**config.mk**
```make
export PLATFORM = sky130hd
export DESIGN_NAME = rc_differential_drive_mixer
export DESIGN_NICKNAME = d
export VERILOG_FILES = /design/src/sv/rcdm_pkg.sv /design/src/sv/rcdm_div.sv /design/src/sv/rcdm_ctrl.sv /design/src/sv/rcdm_dp.sv /design/src/sv/rc_differential_drive_mixer.sv
export SDC_FILE = /design/constraint.sdc
export NUM_CORES = 2
export LEC_CHECK = 0
export ABC_CLOCK_PERIOD_IN_PS = 11580
export BUFFER_PORTS_ARGS = -buffer_cell sky130_fd_sc_hd__buf_2
export CAP_MARGIN = 20
export CORE_MARGIN = 1
export CORE_UTILIZATION = 45
export DETAILED_ROUTE_END_ITERATION = 10
export SYNTH_ARGS = -nofsm -noshare
export SYNTH_HDL_FRONTEND = slang
export SYNTH_HIERARCHICAL = 1
export SYNTH_SLANG_ARGS = --single-unit
```
**constraint.sdc**
```tcl
create_clock -name clk -period 11.58 [get_ports clk]
set_input_delay 1.737 -clock clk [delete_from_list [all_inputs] [get_ports clk]]
set_output_delay 1.737 -clock clk [all_outputs]
set_load 0.005 [all_outputs]
```
**src/sv/rcdm_pkg.sv**
```systemverilog
// ----------------------------------------------------------------------------
// rcdm_pkg
// Shared widths, constants, codes and control types of the drive mixer.
// ----------------------------------------------------------------------------
package rcdm_pkg;

	// field and register widths
	localparam int PULSE_W    = 12;
	localparam int OUT_W      = 11;
	localparam int ELAPSED_W  = 16;
	localparam int TIME_W     = 24;
	localparam int DB_W       = 9;
	localparam int RATE_W     = 16;
	localparam int CFG_IDX_W  = 2;
	localparam int CFG_DATA_W = 16;
	localparam int AXIS_W     = 8;
	localparam int LIM_W      = RATE_W + TIME_W;

	// divider operands: scale times a mix magnitude, over the largest magnitude
	localparam int NUM_W = 17;
	localparam int DEN_W = 8;

	// pulse widths in microseconds
	localparam logic [OUT_W-1:0] NEUTRAL_US = 11'd1500;
	localparam logic [OUT_W-1:0] MIN_US     = 11'd1000;
	localparam logic [OUT_W-1:0] MAX_US     = 11'd2000;

	localparam logic [TIME_W-1:0] TIME_MAX = {TIME_W{1'b1}};

	// register reset values
	localparam logic [DB_W-1:0]   IN_DB_RST  = 9'd30;
	localparam logic [DB_W-1:0]   OUT_DB_RST = 9'd25;
	localparam logic [DB_W-1:0]   SCALE_RST  = 9'd500;
	localparam logic [RATE_W-1:0] RATE_RST   = 16'd66;

	typedef enum logic [CFG_IDX_W-1:0] {
		CFG_IN_DB  = 2'd0,
		CFG_OUT_DB = 2'd1,
		CFG_SCALE  = 2'd2,
		CFG_RATE   = 2'd3
	} cfg_idx_t;

	typedef struct packed {
		logic [DB_W-1:0]   in_db;
		logic [DB_W-1:0]   out_db;
		logic [DB_W-1:0]   scale;
		logic [RATE_W-1:0] rate;
	} cfg_t;

	typedef enum logic [2:0] {
		ST_IDLE,
		ST_MIX,
		ST_START,
		ST_DIV,
		ST_TGT,
		ST_SLEW,
		ST_DONE
	} state_t;

	// controller to datapath
	typedef struct packed {
		logic capture;
		logic mix;
		logic div_start;
		logic target;
		logic slew;
		logic load;
	} cmd_t;

	// datapath and output side to controller
	typedef struct packed {
		logic miss;
		logic div_done;
		logic out_free;
	} sts_t;

endpackage

```
**src/sv/rcdm_div.sv**
```systemverilog
// ----------------------------------------------------------------------------
// rcdm_div
// Restoring unsigned divider, one quotient bit per cycle.
// ----------------------------------------------------------------------------
module rcdm_div (
	input  logic                       clk,
	input  logic                       arst_n,
	input  logic                       start,
	input  logic [rcdm_pkg::NUM_W-1:0] num,
	input  logic [rcdm_pkg::DEN_W-1:0] den,
	output logic                       done,
	output logic [rcdm_pkg::NUM_W-1:0] quo,
	output logic                       rem_nz
);
	import rcdm_pkg::*;

	localparam int CNT_W = $clog2(NUM_W + 1);

	logic [DEN_W-1:0] rem_q;
	logic [DEN_W-1:0] den_q;
	logic [NUM_W-1:0] quo_q;
	logic [CNT_W-1:0] cnt_q;
	logic             busy_q;
	logic             done_q;

	logic [DEN_W:0]   trial;
	logic             ge;
	logic [DEN_W:0]   diff;

	// trial subtract of the shifted partial remainder
	always_comb begin
		trial = {rem_q, quo_q[NUM_W-1]};
		ge    = trial >= {1'b0, den_q};
		diff  = ge ? (trial - {1'b0, den_q}) : trial;
	end

	// control: step counter, busy and done pulse
	always_ff @(posedge clk or negedge arst_n) begin
		if (!arst_n) begin
			cnt_q  <= '0;
			busy_q <= 1'b0;
			done_q <= 1'b0;
		end else if (start) begin
			cnt_q  <= CNT_W'(NUM_W);
			busy_q <= 1'b1;
			done_q <= 1'b0;
		end else if (busy_q) begin
			cnt_q <= cnt_q - CNT_W'(1);
			if (cnt_q == CNT_W'(1)) begin
				busy_q <= 1'b0;
				done_q <= 1'b1;
			end
		end else begin
			done_q <= 1'b0;
		end
	end

	// operands: load on start, shift one bit per step
	always_ff @(posedge clk) begin
		if (start) begin
			rem_q <= '0;
			den_q <= den;
			quo_q <= num;
		end else if (busy_q) begin
			rem_q <= diff[DEN_W-1:0];
			quo_q <= {quo_q[NUM_W-2:0], ge};
		end
	end

	assign done   = done_q;
	assign quo    = quo_q;
	assign rem_nz = |rem_q;

endmodule

```
**src/sv/rcdm_ctrl.sv**
```systemverilog
// ----------------------------------------------------------------------------
// rcdm_ctrl
// Sequencer: one item through mix, divide, target, slew; misses skip to done.
// ----------------------------------------------------------------------------
module rcdm_ctrl (
	input  logic           clk,
	input  logic           arst_n,
	input  logic           in_valid,
	output logic           in_ready,
	input  rcdm_pkg::sts_t sts,
	output rcdm_pkg::cmd_t cmd
);
	import rcdm_pkg::*;

	state_t state_q;
	state_t state_d;

	// next state
	always_comb begin
		state_d = state_q;
		case (state_q)
			ST_IDLE:  if (in_valid) state_d = ST_MIX;
			ST_MIX:   state_d = sts.miss ? ST_DONE : ST_START;
			ST_START: state_d = ST_DIV;
			ST_DIV:   if (sts.div_done) state_d = ST_TGT;
			ST_TGT:   state_d = ST_SLEW;
			ST_SLEW:  state_d = ST_DONE;
			ST_DONE:  if (sts.out_free) state_d = ST_IDLE;
			default:  state_d = ST_IDLE;
		endcase
	end

	// command outputs
	always_comb begin
		cmd      = '0;
		in_ready = 1'b0;
		case (state_q)
			ST_IDLE: begin
				in_ready    = 1'b1;
				cmd.capture = in_valid;
			end
			ST_MIX:   cmd.mix       = 1'b1;
			ST_START: cmd.div_start = 1'b1;
			ST_TGT:   cmd.target    = 1'b1;
			ST_SLEW:  cmd.slew      = 1'b1;
			ST_DONE:  cmd.load      = sts.out_free;
			default: ;
		endcase
	end

	always_ff @(posedge clk or negedge arst_n) begin
		if (!arst_n) begin
			state_q <= ST_IDLE;
		end else begin
			state_q <= state_d;
		end
	end

endmodule

```
**src/sv/rcdm_dp.sv**
```systemverilog
// ----------------------------------------------------------------------------
// rcdm_dp
// Datapath: input snap and map, mix, normalising division, slew and deadzone.
// ----------------------------------------------------------------------------
module rcdm_dp #(
	parameter int RATE_FRAC_BITS = 16
) (
	input  logic                           clk,
	input  logic                           arst_n,
	input  rcdm_pkg::cmd_t                 cmd,
	input  rcdm_pkg::cfg_t                 cfg,
	input  logic [rcdm_pkg::PULSE_W-1:0]   steer_pulse_us,
	input  logic [rcdm_pkg::PULSE_W-1:0]   throttle_pulse_us,
	input  logic [rcdm_pkg::PULSE_W-1:0]   orient_pulse_us,
	input  logic [rcdm_pkg::ELAPSED_W-1:0] elapsed_us,
	output logic                           miss,
	output logic                           div_done,
	output logic [rcdm_pkg::OUT_W-1:0]     res_left,
	output logic [rcdm_pkg::OUT_W-1:0]     res_right,
	output logic                           res_no_signal,
	output logic                           res_flipped
);
	import rcdm_pkg::*;

	// floor(v/5) as (v*205)>>10, exact for v below 1024
	localparam int                RECIP5_SH = 10;
	localparam logic [17:0]       RECIP5    = 18'd205;
	localparam logic signed [8:0] AXIS_OFS  = 9'sd100;

	// snap near neutral, then clamp to the servo range
	function automatic logic [OUT_W-1:0] snap_clamp(input logic [PULSE_W-1:0] w,
			input logic [DB_W-1:0] db);
		logic [PULSE_W-1:0] lo;
		logic [PULSE_W-1:0] hi;
		logic [PULSE_W-1:0] v;
		lo = PULSE_W'(NEUTRAL_US) - PULSE_W'(db);
		hi = PULSE_W'(NEUTRAL_US) + PULSE_W'(db);
		v  = w;
		if (w > lo && w < hi) v = PULSE_W'(NEUTRAL_US);
		if (v < PULSE_W'(MIN_US)) v = PULSE_W'(MIN_US);
		else if (v > PULSE_W'(MAX_US)) v = PULSE_W'(MAX_US);
		return v[OUT_W-1:0];
	endfunction

	// map 1000..2000 to -100..100
	function automatic logic signed [AXIS_W-1:0] to_axis(input logic [OUT_W-1:0] w);
		logic [17:0]       prod;
		logic signed [8:0] t;
		prod = 18'(w - MIN_US) * RECIP5;
		t    = $signed({1'b0, prod[RECIP5_SH+7:RECIP5_SH]}) - AXIS_OFS;
		return t[AXIS_W-1:0];
	endfunction

	function automatic logic [OUT_W-1:0] clamp13(input logic signed [12:0] v);
		if (v < $signed({2'b00, MIN_US})) return MIN_US;
		if (v > $signed({2'b00, MAX_US})) return MAX_US;
		return v[OUT_W-1:0];
	endfunction

	// neutral band on the final pulse
	function automatic logic [OUT_W-1:0] out_band(input logic [OUT_W-1:0] p,
			input logic [DB_W-1:0] db);
		logic [PULSE_W-1:0] lo;
		logic [PULSE_W-1:0] hi;
		lo = PULSE_W'(NEUTRAL_US) - PULSE_W'(db);
		hi = PULSE_W'(NEUTRAL_US) + PULSE_W'(db);
		if (PULSE_W'(p) > lo && PULSE_W'(p) < hi) return NEUTRAL_US;
		return p;
	endfunction

	// limit the step from the past value; up by floor, down by ceil of the limit
	function automatic logic [OUT_W-1:0] slew(input logic [OUT_W-1:0] past,
			input logic [OUT_W-1:0] tgt, input logic [11:0] lf, input logic [11:0] lc);
		logic [OUT_W-1:0] ds;
		logic [OUT_W-1:0] r;
		r  = tgt;
		ds = '0;
		if (tgt > past) begin
			ds = tgt - past;
			if (12'(ds) > lf) r = past + lf[OUT_W-1:0];
		end else if (tgt < past) begin
			ds = past - tgt;
			if (12'(ds) > lf) r = past - lc[OUT_W-1:0];
		end
		return r;
	endfunction

	// item registers
	logic signed [AXIS_W-1:0] x_q;
	logic signed [AXIS_W-1:0] y_q;
	logic                     flip_q;
	logic                     miss_q;
	logic [TIME_W-1:0]        t_q;

	// mix registers
	logic              sneg_q;
	logic              dneg_q;
	logic              swap_q;
	logic [NUM_W-1:0]  num_l_q;
	logic [NUM_W-1:0]  num_r_q;
	logic [DEN_W-1:0]  m_q;
	logic [LIM_W-1:0]  lim_q;

	// target and state registers
	logic [OUT_W-1:0]  tgt_l_q;
	logic [OUT_W-1:0]  tgt_r_q;
	logic [OUT_W-1:0]  left_past_q;
	logic [OUT_W-1:0]  right_past_q;
	logic [TIME_W-1:0] time_q;

	logic [OUT_W-1:0]  res_left_q;
	logic [OUT_W-1:0]  res_right_q;
	logic              res_no_signal_q;
	logic              res_flipped_q;

	// capture stage
	logic              any_zero;
	logic [TIME_W:0]   t_sum;
	logic [TIME_W-1:0] t_sat;

	always_comb begin
		any_zero = (steer_pulse_us == '0) || (throttle_pulse_us == '0) ||
			(orient_pulse_us == '0);
		t_sum = {1'b0, time_q} + (TIME_W+1)'(elapsed_us);
		t_sat = (t_sum > {1'b0, TIME_MAX}) ? TIME_MAX : t_sum[TIME_W-1:0];
	end

	always_ff @(posedge clk) begin
		if (cmd.capture) begin
			x_q    <= to_axis(snap_clamp(steer_pulse_us, cfg.in_db));
			y_q    <= to_axis(snap_clamp(throttle_pulse_us, cfg.in_db));
			flip_q <= snap_clamp(orient_pulse_us, cfg.in_db) >= NEUTRAL_US;
			miss_q <= any_zero;
			t_q    <= t_sat;
		end
	end

	// mix stage: sum, difference, magnitudes, scaled numerators, slew limit
	logic signed [AXIS_W:0] s;
	logic signed [AXIS_W:0] d;
	logic [AXIS_W:0]        s_abs;
	logic [AXIS_W:0]        d_abs;

	always_comb begin
		s     = {x_q[AXIS_W-1], x_q} + {y_q[AXIS_W-1], y_q};
		d     = {y_q[AXIS_W-1], y_q} - {x_q[AXIS_W-1], x_q};
		s_abs = s[AXIS_W] ? -s : s;
		d_abs = d[AXIS_W] ? -d : d;
	end

	always_ff @(posedge clk) begin
		if (cmd.mix) begin
			sneg_q  <= s[AXIS_W];
			dneg_q  <= d[AXIS_W];
			swap_q  <= !flip_q && y_q[AXIS_W-1];
			num_l_q <= NUM_W'(cfg.scale) * NUM_W'(s_abs[DEN_W-1:0]);
			num_r_q <= NUM_W'(cfg.scale) * NUM_W'(d_abs[DEN_W-1:0]);
			m_q     <= (s_abs > d_abs) ? s_abs[DEN_W-1:0] : d_abs[DEN_W-1:0];
			lim_q   <= LIM_W'(cfg.rate) * LIM_W'(t_q);
		end
	end

	// normalise both sides in parallel lanes
	logic [NUM_W-1:0] quo_l;
	logic [NUM_W-1:0] quo_r;
	logic             rnz_l;
	logic             rnz_r;
	logic             done_l;
	logic             done_r;

	rcdm_div u_div_l (
		.clk    (clk),
		.arst_n (arst_n),
		.start  (cmd.div_start),
		.num    (num_l_q),
		.den    (m_q),
		.done   (done_l),
		.quo    (quo_l),
		.rem_nz (rnz_l)
	);

	rcdm_div u_div_r (
		.clk    (clk),
		.arst_n (arst_n),
		.start  (cmd.div_start),
		.num    (num_r_q),
		.den    (m_q),
		.done   (done_r),
		.quo    (quo_r),
		.rem_nz (rnz_r)
	);

	// target stage: floor the signed quotient, offset, swap, clamp
	logic [11:0]        mag_l;
	logic [11:0]        mag_r;
	logic signed [12:0] off_l;
	logic signed [12:0] off_r;
	logic [OUT_W-1:0]   cl_l;
	logic [OUT_W-1:0]   cl_r;

	always_comb begin
		mag_l = 12'(quo_l[9:0]) + 12'(rnz_l);
		mag_r = 12'(quo_r[9:0]) + 12'(rnz_r);
		off_l = sneg_q ? -$signed({1'b0, mag_l}) : $signed({3'b000, quo_l[9:0]});
		off_r = dneg_q ? -$signed({1'b0, mag_r}) : $signed({3'b000, quo_r[9:0]});
		cl_l  = clamp13($signed({2'b00, NEUTRAL_US}) + off_l);
		cl_r  = clamp13($signed({2'b00, NEUTRAL_US}) + off_r);
	end

	always_ff @(posedge clk) begin
		if (cmd.target) begin
			if (m_q == '0) begin
				tgt_l_q <= NEUTRAL_US;
				tgt_r_q <= NEUTRAL_US;
			end else if (swap_q) begin
				tgt_l_q <= cl_r;
				tgt_r_q <= cl_l;
			end else begin
				tgt_l_q <= cl_l;
				tgt_r_q <= cl_r;
			end
		end
	end

	// slew stage: whole and rounded-up step allowed by the limit
	logic [LIM_W-1:0]  lf_full;
	logic [LIM_W-1:0]  frac_mask;
	logic              frac_nz;
	logic [11:0]       lf_sat;
	logic [11:0]       lc_sat;
	logic [OUT_W-1:0]  new_l;
	logic [OUT_W-1:0]  new_r;

	always_comb begin
		lf_full   = lim_q >> RATE_FRAC_BITS;
		frac_mask = (LIM_W'(1) << RATE_FRAC_BITS) - LIM_W'(1);
		frac_nz   = |(lim_q & frac_mask);
		lf_sat    = (lf_full > LIM_W'(12'hFFF)) ? 12'hFFF : lf_full[11:0];
		lc_sat    = lf_sat + 12'(frac_nz);
		new_l     = slew(left_past_q, tgt_l_q, lf_sat, lc_sat);
		new_r     = slew(right_past_q, tgt_r_q, lf_sat, lc_sat);
	end

	// past values and time accumulator
	always_ff @(posedge clk or negedge arst_n) begin
		if (!arst_n) begin
			left_past_q  <= NEUTRAL_US;
			right_past_q <= NEUTRAL_US;
			time_q       <= '0;
		end else if (cmd.mix && miss_q) begin
			time_q <= t_q;
		end else if (cmd.slew) begin
			left_past_q  <= new_l;
			right_past_q <= new_r;
			time_q       <= '0;
		end
	end

	// result of the item
	always_ff @(posedge clk) begin
		if (cmd.mix && miss_q) begin
			res_left_q      <= NEUTRAL_US;
			res_right_q     <= NEUTRAL_US;
			res_no_signal_q <= 1'b1;
			res_flipped_q   <= 1'b0;
		end else if (cmd.slew) begin
			res_left_q      <= out_band(new_l, cfg.out_db);
			res_right_q     <= out_band(new_r, cfg.out_db);
			res_no_signal_q <= 1'b0;
			res_flipped_q   <= flip_q;
		end
	end

	assign miss          = miss_q;
	assign div_done      = done_l & done_r;
	assign res_left      = res_left_q;
	assign res_right     = res_right_q;
	assign res_no_signal = res_no_signal_q;
	assign res_flipped   = res_flipped_q;

endmodule

```
**src/sv/rc_differential_drive_mixer.sv**
```systemverilog
// ----------------------------------------------------------------------------
// rc_differential_drive_mixer
// Arcade mixer for a differential drive with input snap, slew limit and
// output deadzone.
// ----------------------------------------------------------------------------
// One item is in work at a time. A normal item passes from acceptance to
// its result standing in the output register through the accept step, a
// mix step, a divider start, the two 17-step restoring dividers that
// normalise left and right side by side, and target, slew and hand-over
// steps. An item with a missing channel (any pulse width zero) skips the
// division. The output register holds a finished result while the next
// item is accepted and worked on. Configuration writes are taken in any
// cycle and must only be issued while the block is idle.
module rc_differential_drive_mixer #(
	parameter int RATE_FRAC_BITS = 16
) (
	input  logic                            clk,
	input  logic                            arst_n,
	input  logic                            cfg_valid,
	output logic                            cfg_ready,
	input  logic [rcdm_pkg::CFG_IDX_W-1:0]  cfg_index,
	input  logic [rcdm_pkg::CFG_DATA_W-1:0] cfg_data,
	input  logic                            in_valid,
	output logic                            in_ready,
	input  logic [rcdm_pkg::PULSE_W-1:0]    steer_pulse_us,
	input  logic [rcdm_pkg::PULSE_W-1:0]    throttle_pulse_us,
	input  logic [rcdm_pkg::PULSE_W-1:0]    orient_pulse_us,
	input  logic [rcdm_pkg::ELAPSED_W-1:0]  elapsed_us,
	output logic                            out_valid,
	input  logic                            out_ready,
	output logic [rcdm_pkg::OUT_W-1:0]      left_pulse_us,
	output logic [rcdm_pkg::OUT_W-1:0]      right_pulse_us,
	output logic                            no_signal,
	output logic                            flipped
);
	import rcdm_pkg::*;

	cfg_t cfg_q;
	cmd_t cmd;
	sts_t sts;

	logic             dp_miss;
	logic             dp_div_done;
	logic [OUT_W-1:0] res_left;
	logic [OUT_W-1:0] res_right;
	logic             res_no_signal;
	logic             res_flipped;

	logic             out_valid_q;
	logic [OUT_W-1:0] left_q;
	logic [OUT_W-1:0] right_q;
	logic             no_signal_q;
	logic             flipped_q;

	// configuration registers
	assign cfg_ready = 1'b1;

	always_ff @(posedge clk or negedge arst_n) begin
		if (!arst_n) begin
			cfg_q.in_db  <= IN_DB_RST;
			cfg_q.out_db <= OUT_DB_RST;
			cfg_q.scale  <= SCALE_RST;
			cfg_q.rate   <= RATE_RST;
		end else if (cfg_valid && cfg_ready) begin
			case (cfg_idx_t'(cfg_index))
				CFG_IN_DB:  cfg_q.in_db  <= cfg_data[DB_W-1:0];
				CFG_OUT_DB: cfg_q.out_db <= cfg_data[DB_W-1:0];
				CFG_SCALE:  cfg_q.scale  <= cfg_data[DB_W-1:0];
				CFG_RATE:   cfg_q.rate   <= cfg_data[RATE_W-1:0];
				default: ;
			endcase
		end
	end

	// status to the sequencer
	always_comb begin
		sts.miss     = dp_miss;
		sts.div_done = dp_div_done;
		sts.out_free = !out_valid_q || out_ready;
	end

	rcdm_ctrl u_ctrl (
		.clk      (clk),
		.arst_n   (arst_n),
		.in_valid (in_valid),
		.in_ready (in_ready),
		.sts      (sts),
		.cmd      (cmd)
	);

	rcdm_dp #(
		.RATE_FRAC_BITS (RATE_FRAC_BITS)
	) u_dp (
		.clk               (clk),
		.arst_n            (arst_n),
		.cmd               (cmd),
		.cfg               (cfg_q),
		.steer_pulse_us    (steer_pulse_us),
		.throttle_pulse_us (throttle_pulse_us),
		.orient_pulse_us   (orient_pulse_us),
		.elapsed_us        (elapsed_us),
		.miss              (dp_miss),
		.div_done          (dp_div_done),
		.res_left          (res_left),
		.res_right         (res_right),
		.res_no_signal     (res_no_signal),
		.res_flipped       (res_flipped)
	);

	// output register: hold a beat until taken
	always_ff @(posedge clk or negedge arst_n) begin
		if (!arst_n) begin
			out_valid_q <= 1'b0;
		end else if (cmd.load) begin
			out_valid_q <= 1'b1;
		end else if (out_ready) begin
			out_valid_q <= 1'b0;
		end
	end

	always_ff @(posedge clk) begin
		if (cmd.load) begin
			left_q      <= res_left;
			right_q     <= res_right;
			no_signal_q <= res_no_signal;
			flipped_q   <= res_flipped;
		end
	end

	assign out_valid      = out_valid_q;
	assign left_pulse_us  = left_q;
	assign right_pulse_us = right_q;
	assign no_signal      = no_signal_q;
	assign flipped        = flipped_q;

	// a result never overwrites a beat that is still waiting
	a_load_free: assert property (@(posedge clk) disable iff (!arst_n)
		cmd.load |-> (!out_valid_q || out_ready))
		else $error("result loaded over a waiting beat");

	// a loaded result is offered in the next cycle
	a_load_valid: assert property (@(posedge clk) disable iff (!arst_n)
		cmd.load |=> out_valid)
		else $error("loaded result not offered");

	// a missing-signal beat is neutral and unflipped
	a_miss_neutral: assert property (@(posedge clk) disable iff (!arst_n)
		(out_valid && no_signal) |->
			(left_pulse_us == NEUTRAL_US && right_pulse_us == NEUTRAL_US && !flipped))
		else $error("missing-signal beat not neutral");

	// every offered pulse lies in the servo range
	a_range: assert property (@(posedge clk) disable iff (!arst_n)
		out_valid |-> (left_pulse_us >= MIN_US && left_pulse_us <= MAX_US &&
			right_pulse_us >= MIN_US && right_pulse_us <= MAX_US))
		else $error("pulse out of servo range");

endmodule

```
==> flow_summary.json <==
{
  "final_util": 0.4881,
  "reg2reg_from": "cfg_q[35]",
  "rrSetupSlack_ns": 3.10,
  "setup_viol": 0,
  "initialDrtViolationCount": 2128,
  "ys_seq_area_frac": 0.2162,
  "cts_sinks": 369,
  "die_h_um": 325.5,
  "io_pins": 102,
  "finalCritPeriodShare": 0.7321,
  "drtPass1Iterations": 6,
  "reg2regPathDepth": 30,
  "crit_path_start_kind": "register",
  "crit_arrival_ns": 8.84,
  "r2r-end": "u_dp/y_q[7]",
  "cts_tree": "done",
  "clk-insertion-delay-late_ns": 0.63,
  "coreArea_mm2": 0.1036,
  "grt_start_max_net_pins": 63,
  "max-slew-margin-rel": 0.2313,
  "timing.critical_path.to_type": "register",
  "cts_resized": 0,
  "gp_congestion": 0.9185,
  "initial_core_util": 0.4543,
  "ctsRootBufferMaster": "clkbuf_16",
  "cp_data_required_time_ns": 11.94,
  "dp_hpwl_um": 92110,
  "stdcell_area_mm2": 0.05059,
  "grt_usage": 0.2244,
  "grt_pass1_vias": 35000,
  "synth_mux_area_frac": 0.03069,
  "fin_nets": 6210,
  "synth_fa_ha_area_frac": 0.3539,
  "drive_above_1_share": 0.08403,
  "rsz0062_at_grt": "no",
  "numPortBuffers": 100,
  "ys_types": 118,
  "slew_viol_final": 0,
  "die_area_mm2": 0.1059,
  "cts_buffer_depth": 3,
  "synth_top_family_by_area": "adder cells",
  "skew_ns": 0.04046,
  "grt_pass1_wl_um": 190400,
  "cts_inserted_buffers": 46,
  "path_common_cell": "ha_1",
  "hold_viol_final": 0,
  "synthCells": 5044,
  "max_freq_mhz": 118.0,
  "hold_path_class": "register to register",
  "htreeDepth": 2,
  "crit_fanout": 7,
  "tightest_slew_ns": 1.141,
  "synthFlopType": "edfxtp_1",
  "hp-start": "u_dp/res_right[8]",
  "max_cap_viol_count": 0,
  "syn_to_final_growth_pct": 7.441,
  "outcome": "finished clean",
  "cp_num_buf_inv": 4,
  "synth-xor-area-share": 0.05097,
  "netlist_area_mm2": 0.04708,
  "synth-simple-area-share": 0.1522,
  "synthArstFlopShare": 0.2900,
  "place_area_mm2": 0.04900,
  "syn_avg_cell_area_um2": 9.335,
  "vias": 34990,
  "wl_um": 117600,
  "whs_ns": 0.4299,
  "ys_warn_count": 6,
  "timing.critical_path.slowest_cell_delay_ns": 0.57,
  "rows": 118,
  "die_x_um": 325.5,
  "setup_tns_ns": 0,
  "final_antenna_net_count": 0,
  "crit_family": "adder cells",
  "critical_path_class": "register to register",
  "synth_edf_count": 222,
  "holdPathEnd": "right_pulse_us[8]",
  "synth_compound_area_frac": 0.1218,
  "avgViaCountPerCell": 5.385,
  "cp_slowest_cell": "dfstp_2",
  "drc": 0,
  "grt-ovfl-total": 0,
  "ys_seq_elements": 369,
  "hold_buffers": 0,
  "fin_crit_ns": 8.478,
  "hold_path_depth": 0,
  "cts.reportedPaths.clkPinSlew_ns": 0.06,
  "antenna_found_initial": 6,
  "post-cts-setup-buffer-count": 0,
  "wl_per_cell_um": 18.09
}
-- flip-flops by register name, summed over array words and instances, names as in the netlist, 11 cells and up --
register           cells
u_dp/u_div_r/quo      17
cfg_q                 43
u_dp/num_r_q          16
u_dp/right_past_q     11
u_dp/u_div_l/quo      17
u_dp/tgt_l_q          11
left_pulse_us         11
u_dp/lim_q            40
u_dp/res_left         11
u_dp/res_right        11
u_dp/left_past_q      11
u_dp/time_q           24
u_dp/t_q              24
u_dp/num_l_q          17
right_pulse_us        11
u_dp/tgt_r_q          11
-- kinds of logic (layout without fill, tap and decap cells) --
| logic type | Yosys count | after routing |
|---|---|---|
| compound gates | 855 | 855 |
| xor+xnor | 271 | 271 |
| fa+ha+maj | 1061 | 1061 |
| buf+inv | 913 | 970 |
| flops | 369 | 369 |
| mux | 127 | 127 |
| other cells | 3 | 20 |
| simple gates | 1445 | 1445 |
-- routing by layer --
layer | wire length (um) | global-route usage | part of all wire | vias up
met3 | 6362 | 0.03122 | 0.054 | 136
met4 | 2429 | 0.05123 | 0.021 | 4
li1 | - | - | - | 16930
met1 | 56200 | 0.3219 | 0.48 | 17120
met2 | 52560 | 0.3580 | 0.45 | 804
met5 | 23 | 0 | 0.00020 | -
-- cell usage after synthesis, drive strengths merged, types with 31 or more instances --
| master | number | share of area |
|---|---|---|
| inv | 744 | 0.059 |
| nand2b | 77 | 0.010 |
| nand2 | 564 | 0.045 |
| nor2 | 211 | 0.017 |
| xor2 | 79 | 0.015 |
| ha | 603 | 0.16 |
| nand3 | 52 | 0.0058 |
| nor2b | 86 | 0.011 |
| nor4 | 31 | 0.0049 |
| o21a | 51 | 0.0081 |
| fa | 453 | 0.19 |
| xnor2 | 192 | 0.036 |
| mux2 | 100 | 0.025 |
| nand4 | 35 | 0.0047 |
| dfrtp | 78 | 0.041 |
| clkbuf | 143 | 0.011 |
| edfxtp | 222 | 0.14 |
| nor3 | 69 | 0.0077 |
| o21ai | 201 | 0.021 |
| dfxtp | 40 | 0.017 |
| and2 | 196 | 0.026 |
| a21oi | 213 | 0.023 |
| a211oi | 32 | 0.0058 |
| a21o | 91 | 0.015 |
-- worst register-to-register path: cells and delay by family, from the launching register on --
family | cells | cell delay (ns)
adder cells (fa/ha/maj) | 9 | 3.30
XOR/XNOR | 2 | 0.47
AND/OR/NAND/NOR | 6 | 0.86
AO/OA/AOI/OAI | 9 | 2.68
buffers and inverters | 4 | 0.36
flip-flops | 1 | 0.57
-- worst max-delay path by stage --
stage	start	end	depth (start not counted)
5_1_grt	cfg_q[35]	u_dp/y_q[7]	30
2_1_floorplan	u_ctrl/state_q[1]	u_dp/right_past_q[0]	7
6_report	cfg_q[35]	u_dp/y_q[7]	30
4_1_cts	cfg_q[35]	u_dp/y_q[7]	30
3_3_place_gp	throttle_pulse_us[1]	u_dp/y_q[7]	27
3_5_place_dp	throttle_pulse_us[3]	u_dp/y_q[7]	26
-- final cells by class --
class                           count  area (um2)
Fill cell                        9860       53060
Multi-Input combinational cell   3778       33510
Sequential cell                   369       10180
Inverter                          744        2793
Tap cell                         1380        1727
Clock buffer                       60        1266
Timing Repair Buffer              140       814.5
Clock inverter                     26       297.8
Antenna cell                        1       2.502
-- stage by stage --
step,cells,worst slack [ns]
2_1_floorplan,5060,3.052
3_3_place_gp,6409,2.780
3_5_place_dp,6409,2.649
4_1_cts,6495,3.090
5_1_grt,6497,2.623
6_report,6498,3.102
-- layout by cell type (no fill, tap or decap), drive strengths merged, types with 24 or more instances in the layout --
master | netlist | final
a21o | 91 | 91
a211oi | 32 | 32
o21ai | 201 | 201
a21oi | 213 | 213
o21a | 51 | 51
fa | 453 | 453
nand4 | 35 | 35
dfrtp | 78 | 78
nor2 | 211 | 211
clkbuf | 143 | 60
mux2i | 27 | 27
ha | 603 | 603
o21bai | 26 | 26
and2 | 196 | 196
edfxtp | 222 | 222
nand2 | 564 | 564
buf | 26 | 140
xor2 | 79 | 79
xnor2 | 192 | 192
nand2b | 77 | 77
dfstp | 29 | 29
mux2 | 100 | 100
nand3 | 52 | 52
and3 | 24 | 24
nor2b | 86 | 86
a31oi | 25 | 25
nor4 | 31 | 31
nor3 | 69 | 69
inv | 744 | 747
dfxtp | 40 | 40
Power is left out: the tool's default activity adds up to more than one toggle a clock period on the data nets, which glitch-free logic cannot reach.
